## config.mk

```make
export PLATFORM = sky130hd
export DESIGN_NAME = bresenham_line_stepper
export DESIGN_NICKNAME = d
export VERILOG_FILES = /design/src/hdl/bls_pkg.sv /design/src/hdl/bls_front.sv /design/src/hdl/bls_cmd_queue.sv /design/src/hdl/bls_back.sv /design/src/hdl/bresenham_line_stepper.sv
export VERILOG_INCLUDE_DIRS = /design/src /design/src/hdl
export SDC_FILE = /design/constraint.sdc
export NUM_CORES = 1
export LEC_CHECK = 0
export BUFFER_PORTS_ARGS = -buffer_cell sky130_fd_sc_hd__buf_4
export CORE_ASPECT_RATIO = 0.6
export CORE_MARGIN = 1.5
export CORE_UTILIZATION = 65
export CTS_CLUSTER_SIZE = 25
export DETAILED_ROUTE_END_ITERATION = 6
export MAX_ROUTING_LAYER = met4
export PLACE_DENSITY = 0.83
export SETUP_SLACK_MARGIN = 0.02
export SYNTH_ARGS = -nofsm -noshare
export SYNTH_HDL_FRONTEND = slang
export SYNTH_SLANG_ARGS = --single-unit
```

## constraint.sdc

```tcl
create_clock -name clk -period 19.17 [get_ports clk]
set_clock_uncertainty 0.1 [all_clocks]
set_input_delay 1.917 -clock clk [delete_from_list [all_inputs] [get_ports clk]]
set_output_delay 1.917 -clock clk [all_outputs]
set_load 0.02 [all_outputs]
```

## src/hdl/assert_macros.svh

```systemverilog
// Assertion macros shared by the RTL of the line stepper.
// No dependencies; included by files that check their own logic.
`ifndef ASSERT_MACROS_SVH
`define ASSERT_MACROS_SVH

`ifndef SYNTHESIS

// Whenever ante holds at a clock edge, cons must hold at the same edge.
`define ASSERT_IMPLY(lbl, clk, rst_n, ante, cons) \
  lbl: assert property (@(posedge clk) disable iff (!rst_n) (ante) |-> (cons)) \
    else $error("assertion failed: ante implies cons");

// The expression must never be true at a clock edge outside reset.
`define ASSERT_NEVER(lbl, clk, rst_n, expr) \
  lbl: assert property (@(posedge clk) disable iff (!rst_n) !(expr)) \
    else $error("assertion failed: forbidden condition seen");

`else

`define ASSERT_IMPLY(lbl, clk, rst_n, ante, cons)
`define ASSERT_NEVER(lbl, clk, rst_n, expr)

`endif

`endif

```

## src/hdl/bls_pkg.sv

```systemverilog
// Package for the line stepper: widths, opcodes and the transaction types.
// No dependencies; used by every module of the block.
`timescale 1ns / 1ps

package bls_pkg;

  localparam int COORD_BITS  = 12;
  localparam int DIFF_BITS   = COORD_BITS + 1;
  localparam int ERR_BITS    = COORD_BITS + 4;
  localparam int QUEUE_DEPTH = 4;

  localparam logic OP_LOAD = 1'b0;
  localparam logic OP_STEP = 1'b1;

  typedef logic signed [COORD_BITS-1:0] coord_t;
  typedef logic signed [DIFF_BITS-1:0]  diff_t;
  typedef logic        [DIFF_BITS-1:0]  mag_t;
  typedef logic signed [ERR_BITS-1:0]   err_t;

  // One input transaction.
  typedef struct packed {
    logic   opcode;
    coord_t start_x;
    coord_t start_y;
    coord_t end_x;
    coord_t end_y;
  } in_item_t;

  // One result transaction.
  typedef struct packed {
    coord_t pixel_x;
    coord_t pixel_y;
    logic   last_pixel;
  } out_item_t;

  // Decoded command as it sits in the queue between front and back.
  typedef struct packed {
    logic   is_load;
    logic   y_major;
    logic   minor_up;
    coord_t start_x;
    coord_t start_y;
    coord_t major_end;
    err_t   err_init;
    err_t   inc_hold;
    err_t   inc_step;
  } cmd_t;

  // Write side of the command queue.
  typedef struct packed {
    logic valid;
    cmd_t cmd;
  } cmd_push_t;

  // Fill status of the command queue.
  typedef struct packed {
    logic full;
    logic empty;
  } q_stat_t;

endpackage

```

## src/hdl/bls_front.sv

```systemverilog
// Front end of the line stepper: accepts transactions and decodes loads.
// Depends on bls_pkg; feeds bls_cmd_queue.
`timescale 1ns / 1ps

module bls_front (
  input  logic               clk,
  input  logic               rst_n,
  input  logic               push,
  output logic               full,
  input  bls_pkg::in_item_t  in_data,
  input  bls_pkg::q_stat_t   q_stat,
  output bls_pkg::cmd_push_t q_push
);
  import bls_pkg::*;

  logic     stg_v_r;
  in_item_t stg_item_r;
  diff_t    dx_r;
  diff_t    dy_r;

  logic     advance;
  diff_t    dx_nxt;
  diff_t    dy_nxt;
  mag_t     abs_dx;
  mag_t     abs_dy;
  mag_t     abs_maj;
  mag_t     abs_min;
  logic     y_major;
  logic     major_fwd;
  err_t     maj_ext;
  err_t     min_dbl;
  err_t     maj_dbl;

  // The stage moves on whenever it is empty or the queue has room.
  assign advance = !stg_v_r || !q_stat.full;
  assign full    = !advance;

  // Endpoint differences, taken straight from the input ports.
  assign dx_nxt = $signed({in_data.end_x[COORD_BITS-1], in_data.end_x})
                - $signed({in_data.start_x[COORD_BITS-1], in_data.start_x});
  assign dy_nxt = $signed({in_data.end_y[COORD_BITS-1], in_data.end_y})
                - $signed({in_data.start_y[COORD_BITS-1], in_data.start_y});

  // Input register stage.
  always_ff @(posedge clk) begin
    if (!rst_n) begin
      stg_v_r <= 1'b0;
    end else if (advance) begin
      stg_v_r <= push;
    end
    if (advance) begin
      stg_item_r <= in_data;
      dx_r       <= dx_nxt;
      dy_r       <= dy_nxt;
    end
  end

  // Magnitudes, major axis and stepping direction.
  always_comb begin
    abs_dx    = dx_r[DIFF_BITS-1] ? mag_t'(-dx_r) : mag_t'(dx_r);
    abs_dy    = dy_r[DIFF_BITS-1] ? mag_t'(-dy_r) : mag_t'(dy_r);
    y_major   = abs_dy > abs_dx;
    abs_maj   = y_major ? abs_dy : abs_dx;
    abs_min   = y_major ? abs_dx : abs_dy;
    major_fwd = y_major ? !dy_r[DIFF_BITS-1] : !dx_r[DIFF_BITS-1];
    maj_ext   = err_t'({{(ERR_BITS-DIFF_BITS){1'b0}}, abs_maj});
    maj_dbl   = err_t'({{(ERR_BITS-DIFF_BITS-1){1'b0}}, abs_maj, 1'b0});
    min_dbl   = err_t'({{(ERR_BITS-DIFF_BITS-1){1'b0}}, abs_min, 1'b0});
  end

  // Build the queue entry; for steps only the opcode is used by the back end.
  always_comb begin
    q_push.valid        = stg_v_r && !q_stat.full;
    q_push.cmd.is_load  = (stg_item_r.opcode == OP_LOAD);
    q_push.cmd.y_major  = y_major;
    q_push.cmd.minor_up = (dx_r[DIFF_BITS-1] == dy_r[DIFF_BITS-1])
                          && (dx_r != '0) && (dy_r != '0);
    q_push.cmd.start_x  = major_fwd ? stg_item_r.start_x : stg_item_r.end_x;
    q_push.cmd.start_y  = major_fwd ? stg_item_r.start_y : stg_item_r.end_y;
    if (y_major) begin
      q_push.cmd.major_end = major_fwd ? stg_item_r.end_y : stg_item_r.start_y;
    end else begin
      q_push.cmd.major_end = major_fwd ? stg_item_r.end_x : stg_item_r.start_x;
    end
    q_push.cmd.err_init = min_dbl - maj_ext;
    q_push.cmd.inc_hold = min_dbl;
    q_push.cmd.inc_step = min_dbl - maj_dbl;
  end

endmodule

```

## src/hdl/bls_cmd_queue.sv

```systemverilog
// Short command queue between the front end and the stepping back end.
// Depends on bls_pkg for the command type.
`timescale 1ns / 1ps

module bls_cmd_queue #(
  parameter int DEPTH = bls_pkg::QUEUE_DEPTH
) (
  input  logic               clk,
  input  logic               rst_n,
  input  bls_pkg::cmd_push_t q_push,
  input  logic               q_pop,
  output bls_pkg::cmd_t      q_head,
  output bls_pkg::q_stat_t   q_stat
);
  import bls_pkg::*;

  localparam int PTR_W = (DEPTH > 1) ? $clog2(DEPTH) : 1;
  localparam int CNT_W = $clog2(DEPTH + 1);

  cmd_t             mem_r [DEPTH];
  logic [PTR_W-1:0] wr_ptr_r;
  logic [PTR_W-1:0] rd_ptr_r;
  logic [CNT_W-1:0] cnt_r;
  logic             do_push;
  logic             do_pop;

  assign q_stat.full  = (cnt_r == CNT_W'(DEPTH));
  assign q_stat.empty = (cnt_r == '0);
  assign do_push      = q_push.valid && !q_stat.full;
  assign do_pop       = q_pop && !q_stat.empty;
  assign q_head       = mem_r[rd_ptr_r];

  // Pointers and fill count.
  always_ff @(posedge clk) begin
    if (!rst_n) begin
      wr_ptr_r <= '0;
      rd_ptr_r <= '0;
      cnt_r    <= '0;
    end else begin
      if (do_push) begin
        wr_ptr_r <= (wr_ptr_r == PTR_W'(DEPTH - 1)) ? '0 : wr_ptr_r + 1'b1;
      end
      if (do_pop) begin
        rd_ptr_r <= (rd_ptr_r == PTR_W'(DEPTH - 1)) ? '0 : rd_ptr_r + 1'b1;
      end
      if (do_push && !do_pop) begin
        cnt_r <= cnt_r + 1'b1;
      end else if (do_pop && !do_push) begin
        cnt_r <= cnt_r - 1'b1;
      end
    end
  end

  // Entry storage.
  always_ff @(posedge clk) begin
    if (do_push) begin
      mem_r[wr_ptr_r] <= q_push.cmd;
    end
  end

endmodule

```

## src/hdl/bls_back.sv

```systemverilog
// Back end of the line stepper: Bresenham state, stepping and result register.
// Depends on bls_pkg; reads commands from bls_cmd_queue.
`timescale 1ns / 1ps

module bls_back (
  input  logic               clk,
  input  logic               rst_n,
  input  bls_pkg::cmd_t      q_head,
  input  bls_pkg::q_stat_t   q_stat,
  output logic               q_pop,
  output logic               empty,
  input  logic               pop,
  output bls_pkg::out_item_t out_data
);
  import bls_pkg::*;

  logic      active_r;
  logic      y_major_r;
  logic      minor_up_r;
  coord_t    cur_x_r;
  coord_t    cur_y_r;
  coord_t    major_end_r;
  err_t      err_r;
  err_t      inc_hold_r;
  err_t      inc_step_r;
  logic      out_v_r;
  out_item_t out_item_r;

  logic      take;
  logic      emit;
  logic      y_major_nxt;
  logic      minor_up_nxt;
  coord_t    cur_x_nxt;
  coord_t    cur_y_nxt;
  coord_t    major_end_nxt;
  err_t      err_nxt;
  err_t      inc_hold_nxt;
  err_t      inc_step_nxt;
  logic      last_nxt;
  logic      hold_minor;
  coord_t    minor_delta;

  // A command is consumed whenever the result register is free or drains.
  assign take  = !q_stat.empty && (!out_v_r || pop);
  assign q_pop = take;
  assign emit  = q_head.is_load || active_r;

  // Next line state for a load or one step.
  always_comb begin
    y_major_nxt   = y_major_r;
    minor_up_nxt  = minor_up_r;
    cur_x_nxt     = cur_x_r;
    cur_y_nxt     = cur_y_r;
    major_end_nxt = major_end_r;
    err_nxt       = err_r;
    inc_hold_nxt  = inc_hold_r;
    inc_step_nxt  = inc_step_r;
    minor_delta   = minor_up_r ? coord_t'(1) : coord_t'(-1);
    hold_minor    = y_major_r ? (err_r <= 0) : (err_r < 0);
    if (q_head.is_load) begin
      y_major_nxt   = q_head.y_major;
      minor_up_nxt  = q_head.minor_up;
      cur_x_nxt     = q_head.start_x;
      cur_y_nxt     = q_head.start_y;
      major_end_nxt = q_head.major_end;
      err_nxt       = q_head.err_init;
      inc_hold_nxt  = q_head.inc_hold;
      inc_step_nxt  = q_head.inc_step;
    end else if (y_major_r) begin
      cur_y_nxt = cur_y_r + coord_t'(1);
      if (!hold_minor) begin
        cur_x_nxt = cur_x_r + minor_delta;
      end
      err_nxt = err_r + (hold_minor ? inc_hold_r : inc_step_r);
    end else begin
      cur_x_nxt = cur_x_r + coord_t'(1);
      if (!hold_minor) begin
        cur_y_nxt = cur_y_r + minor_delta;
      end
      err_nxt = err_r + (hold_minor ? inc_hold_r : inc_step_r);
    end
    last_nxt = y_major_nxt ? (cur_y_nxt >= major_end_nxt)
                           : (cur_x_nxt >= major_end_nxt);
  end

  // Line state; a step while idle leaves it untouched.
  always_ff @(posedge clk) begin
    if (!rst_n) begin
      active_r <= 1'b0;
    end else if (take && emit) begin
      active_r <= !last_nxt;
    end
    if (take && emit) begin
      y_major_r   <= y_major_nxt;
      minor_up_r  <= minor_up_nxt;
      cur_x_r     <= cur_x_nxt;
      cur_y_r     <= cur_y_nxt;
      major_end_r <= major_end_nxt;
      err_r       <= err_nxt;
      inc_hold_r  <= inc_hold_nxt;
      inc_step_r  <= inc_step_nxt;
    end
  end

  // Result register on the output side.
  always_ff @(posedge clk) begin
    if (!rst_n) begin
      out_v_r <= 1'b0;
    end else if (take && emit) begin
      out_v_r <= 1'b1;
    end else if (pop) begin
      out_v_r <= 1'b0;
    end
    if (take && emit) begin
      out_item_r.pixel_x    <= cur_x_nxt;
      out_item_r.pixel_y    <= cur_y_nxt;
      out_item_r.last_pixel <= last_nxt;
    end
  end

  assign empty    = !out_v_r;
  assign out_data = out_item_r;

endmodule

```

## src/hdl/bresenham_line_stepper.sv

```systemverilog
// Top level of the Bresenham line stepper: front end, command queue, back end.
// Depends on bls_pkg, bls_front, bls_cmd_queue, bls_back and assert_macros.svh.
//
//   channel   | handshake          | payload
//   ----------+--------------------+---------------------------------------
//   input     | push / full        | in_data  (opcode, start and end points)
//   result    | pop / empty        | out_data (pixel_x, pixel_y, last_pixel)
//
// One transaction per cycle is sustained while the result side pops; the pace is
// set by the back end's add and compare on the registered error term and coordinates.
// An accepted transaction passes through the input register, then the command queue,
// then the result register.
// Reset clears the queue, the line-active flag and both valid flags.
// A stalled result side fills the queue; full then rises and holds the input.
`timescale 1ns / 1ps

module bresenham_line_stepper #(
  parameter int QUEUE_DEPTH = bls_pkg::QUEUE_DEPTH
) (
  input  logic               clk,
  input  logic               rst_n,
  input  logic               push,
  output logic               full,
  input  bls_pkg::in_item_t  in_data,
  output logic               empty,
  input  logic               pop,
  output bls_pkg::out_item_t out_data
);
  import bls_pkg::*;

  `include "assert_macros.svh"

  cmd_push_t q_push;
  cmd_t      q_head;
  q_stat_t   q_stat;
  logic      q_pop;

  // Accepts transactions and decodes line loads.
  bls_front u_front (
    .clk     (clk),
    .rst_n   (rst_n),
    .push    (push),
    .full    (full),
    .in_data (in_data),
    .q_stat  (q_stat),
    .q_push  (q_push)
  );

  // Decouples the front end from the back end.
  bls_cmd_queue #(
    .DEPTH (QUEUE_DEPTH)
  ) u_queue (
    .clk    (clk),
    .rst_n  (rst_n),
    .q_push (q_push),
    .q_pop  (q_pop),
    .q_head (q_head),
    .q_stat (q_stat)
  );

  // Steps the line and holds the waiting result.
  bls_back u_back (
    .clk      (clk),
    .rst_n    (rst_n),
    .q_head   (q_head),
    .q_stat   (q_stat),
    .q_pop    (q_pop),
    .empty    (empty),
    .pop      (pop),
    .out_data (out_data)
  );

  // The front end only writes when the queue has room.
  `ASSERT_IMPLY(a_push_room, clk, rst_n, q_push.valid, !q_stat.full)
  // The back end never reads an empty queue.
  `ASSERT_NEVER(a_pop_empty, clk, rst_n, q_pop && q_stat.empty)
  // The input side is held only while the queue is full.
  `ASSERT_IMPLY(a_full_cause, clk, rst_n, full, q_stat.full)

endmodule

```

Word level (Yosys, flattened, before mapping)
Memory sizes are Yosys's and may differ from the RTL's. A register that Yosys moved wholly into a read port is not among the register bits. Cells that the tools add are included. Widths: inputs -> output; s select.

Flip-flop bits (word level): 172. RAM bits: 336. Input port bits: 53. Logic and storage cells: 109. Memories: 1.

$add $sub $neg: 15. Order comparisons: 5. Equality and inequality tests: 4. Muxes and demuxes: 33. Bitwise logic cells: 1. Reductions and logical operators: 28.

Memories: u_queue.mem_r (words 4, width 84, read ports 1, clocked after Yosys merged registers in 1, wr ports 1, RTL line bls_cmd_queue.sv:20) `cmd_t mem_r [DEPTH];`.

Operators with widths (count): $mux 12 (13); $mux 13 (4); $mux 16 (2); $neg 13->13 (2); $reduce_bool 13->1 (2); $sub 12x12->13 (2); $add 12x12->12 (2); $add 12x2->12 const B (2); $ge 12x12->1 (2); $add 16x16->16 (1); $le 16x1->1 const B (1); $lt 16x1->1 const B (1); $sub 14x13->15 (1); $sub 14x14->15 (1); $gt 13x13->1 (1); $logic_not 1->1 (10); $logic_and 1x1->1 (9); $mux 1 (8); $mux 2 (4); $mux 3 (2); $add 2x1->2 const B (2); $eq 2x2->1 const B (2); $reduce_bool 2->1 (2); $add 3x1->3 const B (1); 7 further kinds (9).

Longest topological paths before layout
Gate-level depths: netlist (run 1).

Depth in word-level cells: 8. Depth in mapped cells: 27. Gate-level depth less buffers: 26.

By module
Synthesis (run 1) repeated with hierarchy kept, for this count alone.

Cell total of the unflattened synthesis: 1823. Area, all modules: 25836.0 µm².

Modules (own cells, without submodules): bls_cmd_queue (times used 1, cells each 506, area each 13028.7 µm²); bls_back (times used 1, cells each 632, area each 6406.1 µm²); bls_front (times used 1, cells each 685, area each 6401.1 µm²).

Worst setup path before layout (run 1)
No wires, ideal clock.

Path type: register -> register. From: reg u_front.dy_r[3]. To: mem u_queue.mem_r[0][44] in the netlist's numbering (data pin). Library setup time: 0.203 ns. Data arrival time: 5.880 ns. Data required time: 18.867 ns. Path slack: 12.987 ns. Stages on the path, launching flop included: 25. Path buffers: 2. Clock period less this slack: 6.183 ns. Cells stage by stage: edfxtp_1 -> or4_4 -> or3_4 -> o31ai_1 -> xnor2_1 -> ha_1 -> nand2_1 -> o21ai_1 -> a2bb2oi_2 -> o21ai_2 -> inv_2 -> buf_1 -> clkbuf_1 -> a21oi_1 -> ha_1 -> nor2b_1 -> o21ai_0 -> a21boi_0 -> o21ai_0 -> a21boi_0 -> o21a_1 -> nor2_1 -> o21ai_0 -> o311a_1 -> nor3_1.

RTL lines: from (decl) (RTL line bls_front.sv:19) `diff_t dy_r;`; from (signal assigned) (RTL line bls_front.sv:54) `dy_r <= dy_nxt;`; to (decl) (RTL line bls_cmd_queue.sv:20).

==> qor.csv, run 1 <==
metric,value,unit
final setup violating endpoints,0,
n_diodes,0,
total track usage,32.6,%
Worst setup startpoint,u_front.dy_r[3],
antenna violations before repair,1,
RSZ-0062 raised after global routing,false,
"Top FF cell, synth",edfxtp_1,
FF-to-FF path depth,23,
IO Pins,80,
die width,252,um
nets,2005,
largest buffer count on any clock path,3,
clock root cell,clkbuf_16,
Routed Antenna Nets,0,
"reg-to-reg slack, setup",11.43,ns
number of global-route vias before repair,14800,
hold depth,1,
critical hold path startpoint,u_front.stg_item_r[48],
"area leader, netlist",edfxtp_1,
Pins Over Slew Limit,0,
die area,38600,um2
Die Span Y,153,um
Reg-to-Reg Start,u_front.dy_r[3],
drt drc,0,
later-pin clock latency in the skew report,0.57,ns
final hold vios,0,
synth top area cells,"edfxtp_1 (59%), mux4_2 (7.4%), ha_1 (6.1%)",
Unique masters post-synth,72,
Post-synth EDFFs,481,
# H-tree levels,2,
DR iter-0 viols,2210,
Clock transition at path regs,0.06,ns
Worst Path Arrival,7.95,ns
CP endpoint kind,register,
Synthesized Nets,1917,
Syn-to-layout area delta,10.8,%
Crit Path Class,register to register,
DR WL/cell,25.5,um
Tcrit/Tclk final,40.4,%
final setup TNS,0,ns
post-synthesis sequential area ratio,60.5,%
Placer Congestion,0.947,
post-CTS sizing,0,
TritonCTS clock tree,yes,
hpwl dp,39900,um
Syn Inst Count,1739,
Worst Tran Pin Value,1.15,ns
Mapped Area,24300,um2
Crit Path Max Fanout,61,
share of cells above drive strength 1,16.5,%
Core Box Area,36600,um2
#FFs+latches synth,493,
hold buffers post-CTS,0,
grt total ovfl,0,
relative slew slack,23.2,%
first-pass GRT wire length,90500,um
Ys Warns,0,
"Setup Fix Bufs, Post-CTS",0,
# rows,54,
"Data required, critical path",19.39,ns
via count,15600,
CTS sink cnt,493,
largest net degree at the start of global routing,77,
Vias/cell,6.58,
f_max,0.129,GHz
asr flop ratio synth,0,%
Routed WL,60200,um
syn avg cell area,14.0,um2
Hold Path Class,register to register,
length of the first detailed-routing pass in iterations,5,
port bufs,79,
final critical-path required period,7.74,ns
top cell type's share of synthesized area,59.5,%
run status,"complete, no violations",
total CTS buffers,44,
MaxCap Viol Count,0,
Starting Density,66.4,%
critical path launch point type,register,
[cell families after synthesis]
| kind of cell | count (synthesis) | share of synthesized area (%) |
|---|---|---|
| DFF | 493 | 60.5 |
| and+or+nand+nor | 375 | 7.28 |
| muxes | 160 | 11.0 |
| AOI/OAI and AO/OA | 346 | 9.06 |
| adders and majority gates | 125 | 6.66 |
| xor gates and xnor gates | 86 | 3.10 |
| buffers and inverters | 154 | 2.41 |
[sequential cells by signal, summed over array words and instances (netlist names), named ones only]
name,cells
u_front.dx_r,13
u_back.inc_step_r,14
u_back.major_end_r,12
u_queue.cnt_r,3
u_back.minor_up_r,1
u_front.stg_v_r,1
u_front.stg_item_r,49
u_back.out_data,25
u_queue.mem_r,324
u_back.err_r,16
u_queue.wr_ptr_r,2
u_queue.rd_ptr_r,2
u_back.active_r,1
u_back.out_v_r,1
u_front.dy_r,13
u_back.inc_hold_r,13
u_back.y_major_r,1
[path summary, 6_finish.rpt]
check,endpoint
setup / recovery,u_queue.mem_r[0][44]
hold / removal,u_queue.mem_r[1][83]
setup reg to reg,u_queue.mem_r[0][44]
hold reg to reg,u_queue.mem_r[1][83]
[cell usage after synthesis (all sizes together), types with 35 or more instances]
master and number:
a21oi 95, clkbuf 35, edfxtp 481, ha 118
inv 98, mux2 43, mux2i 37, mux4 80
nand2 100, nor2 118, o21ai 97, xnor2 56
[per-layer routing]
| layer | part of all wire, % | global-route usage (%) | wire length (um) |
|---|---|---|---|
| met5 | 0 | - | 0 |
| met4 | 1.8 | 6.30 | 1090 |
| met3 | 12 | 7.19 | 7340 |
| met2 | 43 | 45.8 | 26200 |
| met1 | 43 | 49.5 | 25600 |
[cells in the final DEF (no fill, tap or decap), drive strengths merged, types with 37 or more instances in the layout]
cell    count
buf        98
edfxtp    481
ha        118
xnor2      56
mux2i      37
nor2      118
o21ai      97
nand2     100
mux4       80
clkbuf     54
a21oi      95
inv       100
mux2       43
[metrics by stage]
stage | area (um2) | instances | setup slack (ns) | hold slack [ns] | utilization, %
after floorplan | 24300 | 1739 | 12.99 | 0.391 | -
after global placement | 25500 | 2285 | 12.00 | 0.422 | 69.7
after detailed placement | 25500 | 2285 | 11.74 | 0.440 | 69.7
after CTS | 26900 | 2365 | 11.62 | 0.456 | 73.6
after global routing | 26900 | 2365 | 10.93 | 0.463 | 73.6
final | 26900 | 2365 | 11.43 | 0.455 | 73.6
[area by class of cell]
class	count	area (um2)
sequential	493	14700
clock buffer	54	1180
multi-input combinational	1092	9070
timing repair buffer	98	736
tap	504	631
clock inverter	26	233
inverter	98	368
fill	2214	9650
[critical path, cell delays in order (launching register included)]
cell and delay [ns]:
edfxtp_1 0.43, or4_4 0.58, or3_4 0.40, o21ai_2 0.13, xnor2_1 0.29, ha_1 0.43
a21oi_1 0.23, o21ai_1 0.20, a2bb2oi_2 0.22, o21ai_4 0.07, buf_4 0.57, inv_2 0.47
o21ai_0 0.62, fa_1 0.34, nor2b_1 0.06, o21ai_0 0.21, a21boi_0 0.16, o21ai_0 0.37
a21boi_0 0.20, o21a_1 0.20, nor2_1 0.23, o21ai_0 0.24, o311a_1 0.34, nor3_1 0.36
Power of run 1 is left out: the tool's default activity adds up to more than one toggle a clock period on the data nets, which glitch-free logic cannot reach.
==> inputs of run 2 (changes only) <==
CORE_UTILIZATION = 63   (was 65)
PLACE_DENSITY = 0.81   (was 0.83)
clock period = 7.37 ns   (was 19.17 ns; I/O delays follow)
==> qor.csv, run 2 (synthesis results as in run 1) <==
metric,value,unit,change
Worst Tran Pin Value,1.12,ns,-0.0289 ns
antenna violations before repair,1,,unchanged
nets,2006,,+0.050%
total track usage,30.6,%,-2.0 points
Crit Path Class,register to register,,
DR iter-0 viols,2202,,-0.36%
hold depth,1,,unchanged
die area,39800,um2,+3.1%
Hold Path Class,input port to register,,
grt total ovfl,0,,unchanged
Crit path largest cell delay,0.58,ns,-0.04 ns
largest net degree at the start of global routing,77,,unchanged
critical-path cell list,"or4_4, or3_4, o31ai_1, xnor2_1, ha_1, nand2_1, nor2_1, a2bb2oi_2, o21ai_4, inv_2, nor2_1, a21oi_1, ha_1, nor2b_1, o21ai_0, a21boi_0, o21ai_0, a21boi_0, o21a_1, nor2_1, o21ai_0, o311a_1, nor3_1",,
register bank with the most flops,u_queue.mem_r,,
CP endpoint kind,register,,
hpwl dp,40400,um,+1.2%
f_max,0.144,GHz,+11%
port bufs,79,,unchanged
Pins Over Slew Limit,0,,unchanged
critical path launch point type,register,,
largest buffer count on any clock path,3,,unchanged
# rows,55,,+1.9%
"Setup Fix Bufs, Post-CTS",0,,unchanged
final critical-path required period,6.94,ns,-0.794 ns
Vias/cell,6.47,,-1.5%
WHS Endpoint,u_front.stg_item_r[46],,
final core occ,71.2,%,-2.4 points
Tcrit/Tclk final,94.2,%,+54 points
PnR worst setup slack,0.428,ns,-11.01 ns
IO Pins,80,,unchanged
length of the first detailed-routing pass in iterations,5,,unchanged
first-pass GRT wire length,88100,um,-2.6%
die width,256,um,+1.6%
number of global-route vias before repair,14500,,-2.6%
RR Endpoint,u_queue.mem_r[1][44],,
later-pin clock latency in the skew report,0.58,ns,about the same
n_diodes,0,,unchanged
final hold vios,0,,unchanged
Clock transition at path regs,0.07,ns,about the same
RSZ-0062 raised after global routing,false,,
Routed Antenna Nets,0,,unchanged
MaxCap Viol Count,0,,unchanged
Routed WL,58300,um,-3.1%
Worst Path Arrival,7.18,ns,-0.77 ns
clock root cell,clkbuf_16,,
share of cells above drive strength 1,16.6,%,+0.090 points
DP Worst Slack,0.533,ns,-11.20 ns
filler cell count,2417,,+9.2%
relative slew slack,25.1,%,+1.9 points
Reg-to-Reg Start,u_front.dy_r[3],,
Syn-to-layout area delta,10.9,%,
"most common cell after layout, fill and taps aside",edfxtp_1,,
total CTS buffers,44,,unchanged
DR WL/cell,24.5,um,-3.6%
CP max stage cell,or4_4,,
run status,"complete, no violations",,
Core Box Area,37800,um2,+3.5%
final setup TNS,0,ns,unchanged
"commonest cells after routing, fill and taps aside","edfxtp_1 (481), ha_1 (118), nor2_1 (116)",,
"Data required, critical path",7.60,ns,-11.79 ns
final setup violating endpoints,0,,unchanged
Largest register FFs,324,,unchanged
CTS sink cnt,493,,unchanged
Starting Density,64.1,%,-2.3 points
via count,15400,,-1.1%
TritonCTS clock tree,yes,,
WP buf/inv,1,,-1
hold buffers post-CTS,0,,unchanged
critical hold path startpoint,in_data[46],,
"reg-to-reg slack, setup",0.43,ns,-11.01 ns
drt drc,0,,unchanged
Crit Path Max Fanout,15,,-75%
# H-tree levels,2,,unchanged
Placer Congestion,0.914,,-3.5%
cell family with most CP delay,compound AO/OA/AOI/OAI gates,,
Die Span Y,155,um,+1.5%
FF-to-FF path depth,23,,unchanged
## run 2: worst max path at each step
stage,startpoint,endpoint,cells after the start
floorplan,u_front.dy_r[3],u_queue.mem_r[0][44],24
global placement,u_front.dy_r[3],u_queue.mem_r[0][44],23
detailed placement,u_front.dy_r[3],u_queue.mem_r[0][44],23
CTS,u_front.dy_r[3],u_queue.mem_r[1][44],23
global route,u_front.dy_r[3],u_queue.mem_r[1][44],23
finish,u_front.dy_r[3],u_queue.mem_r[1][44],23
## run 2: final cells by class
type                            instances  area (um2)  area share (%)
Clock buffer                           52        1130            4.20
Clock inverter                         29         279            1.04
Inverter                               98         368            1.37
Multi-Input combinational cell       1092        9080            33.7
Sequential cell                       493       14700            54.5
Tap cell                              513         642            2.38
Timing Repair Buffer                   99         743            2.76
## run 2: timing repair
item                       4_1_cts  5_1_grt
hold endpoints to repair         0        0
gates resized for setup          0        3
setup endpoints to repair        0        8
## run 2: per-stage QoR
| step | hold slack, ns | instances | cell area [um2] |
|---|---|---|---|
| finish | 0.251 | 2376 | 26900 |
| floorplan | 0.391 | 1739 | 24300 |
| detailed placement | 0.445 | 2295 | 25500 |
| global route | 0.231 | 2376 | 26900 |
| CTS | 0.225 | 2376 | 26900 |
| global placement | 0.432 | 2295 | 25500 |
## run 2: metal layers
layer  vias to the layer above  wire [um]  GRT usage (%)
li1                       6851          -              -
met1                      7650      26600           48.6
met2                       825      24500           41.9
met3                        58       6420           5.73
met4                         0        757           4.79
met5                         -          0              -
Power of run 2 is left out for the same reason.
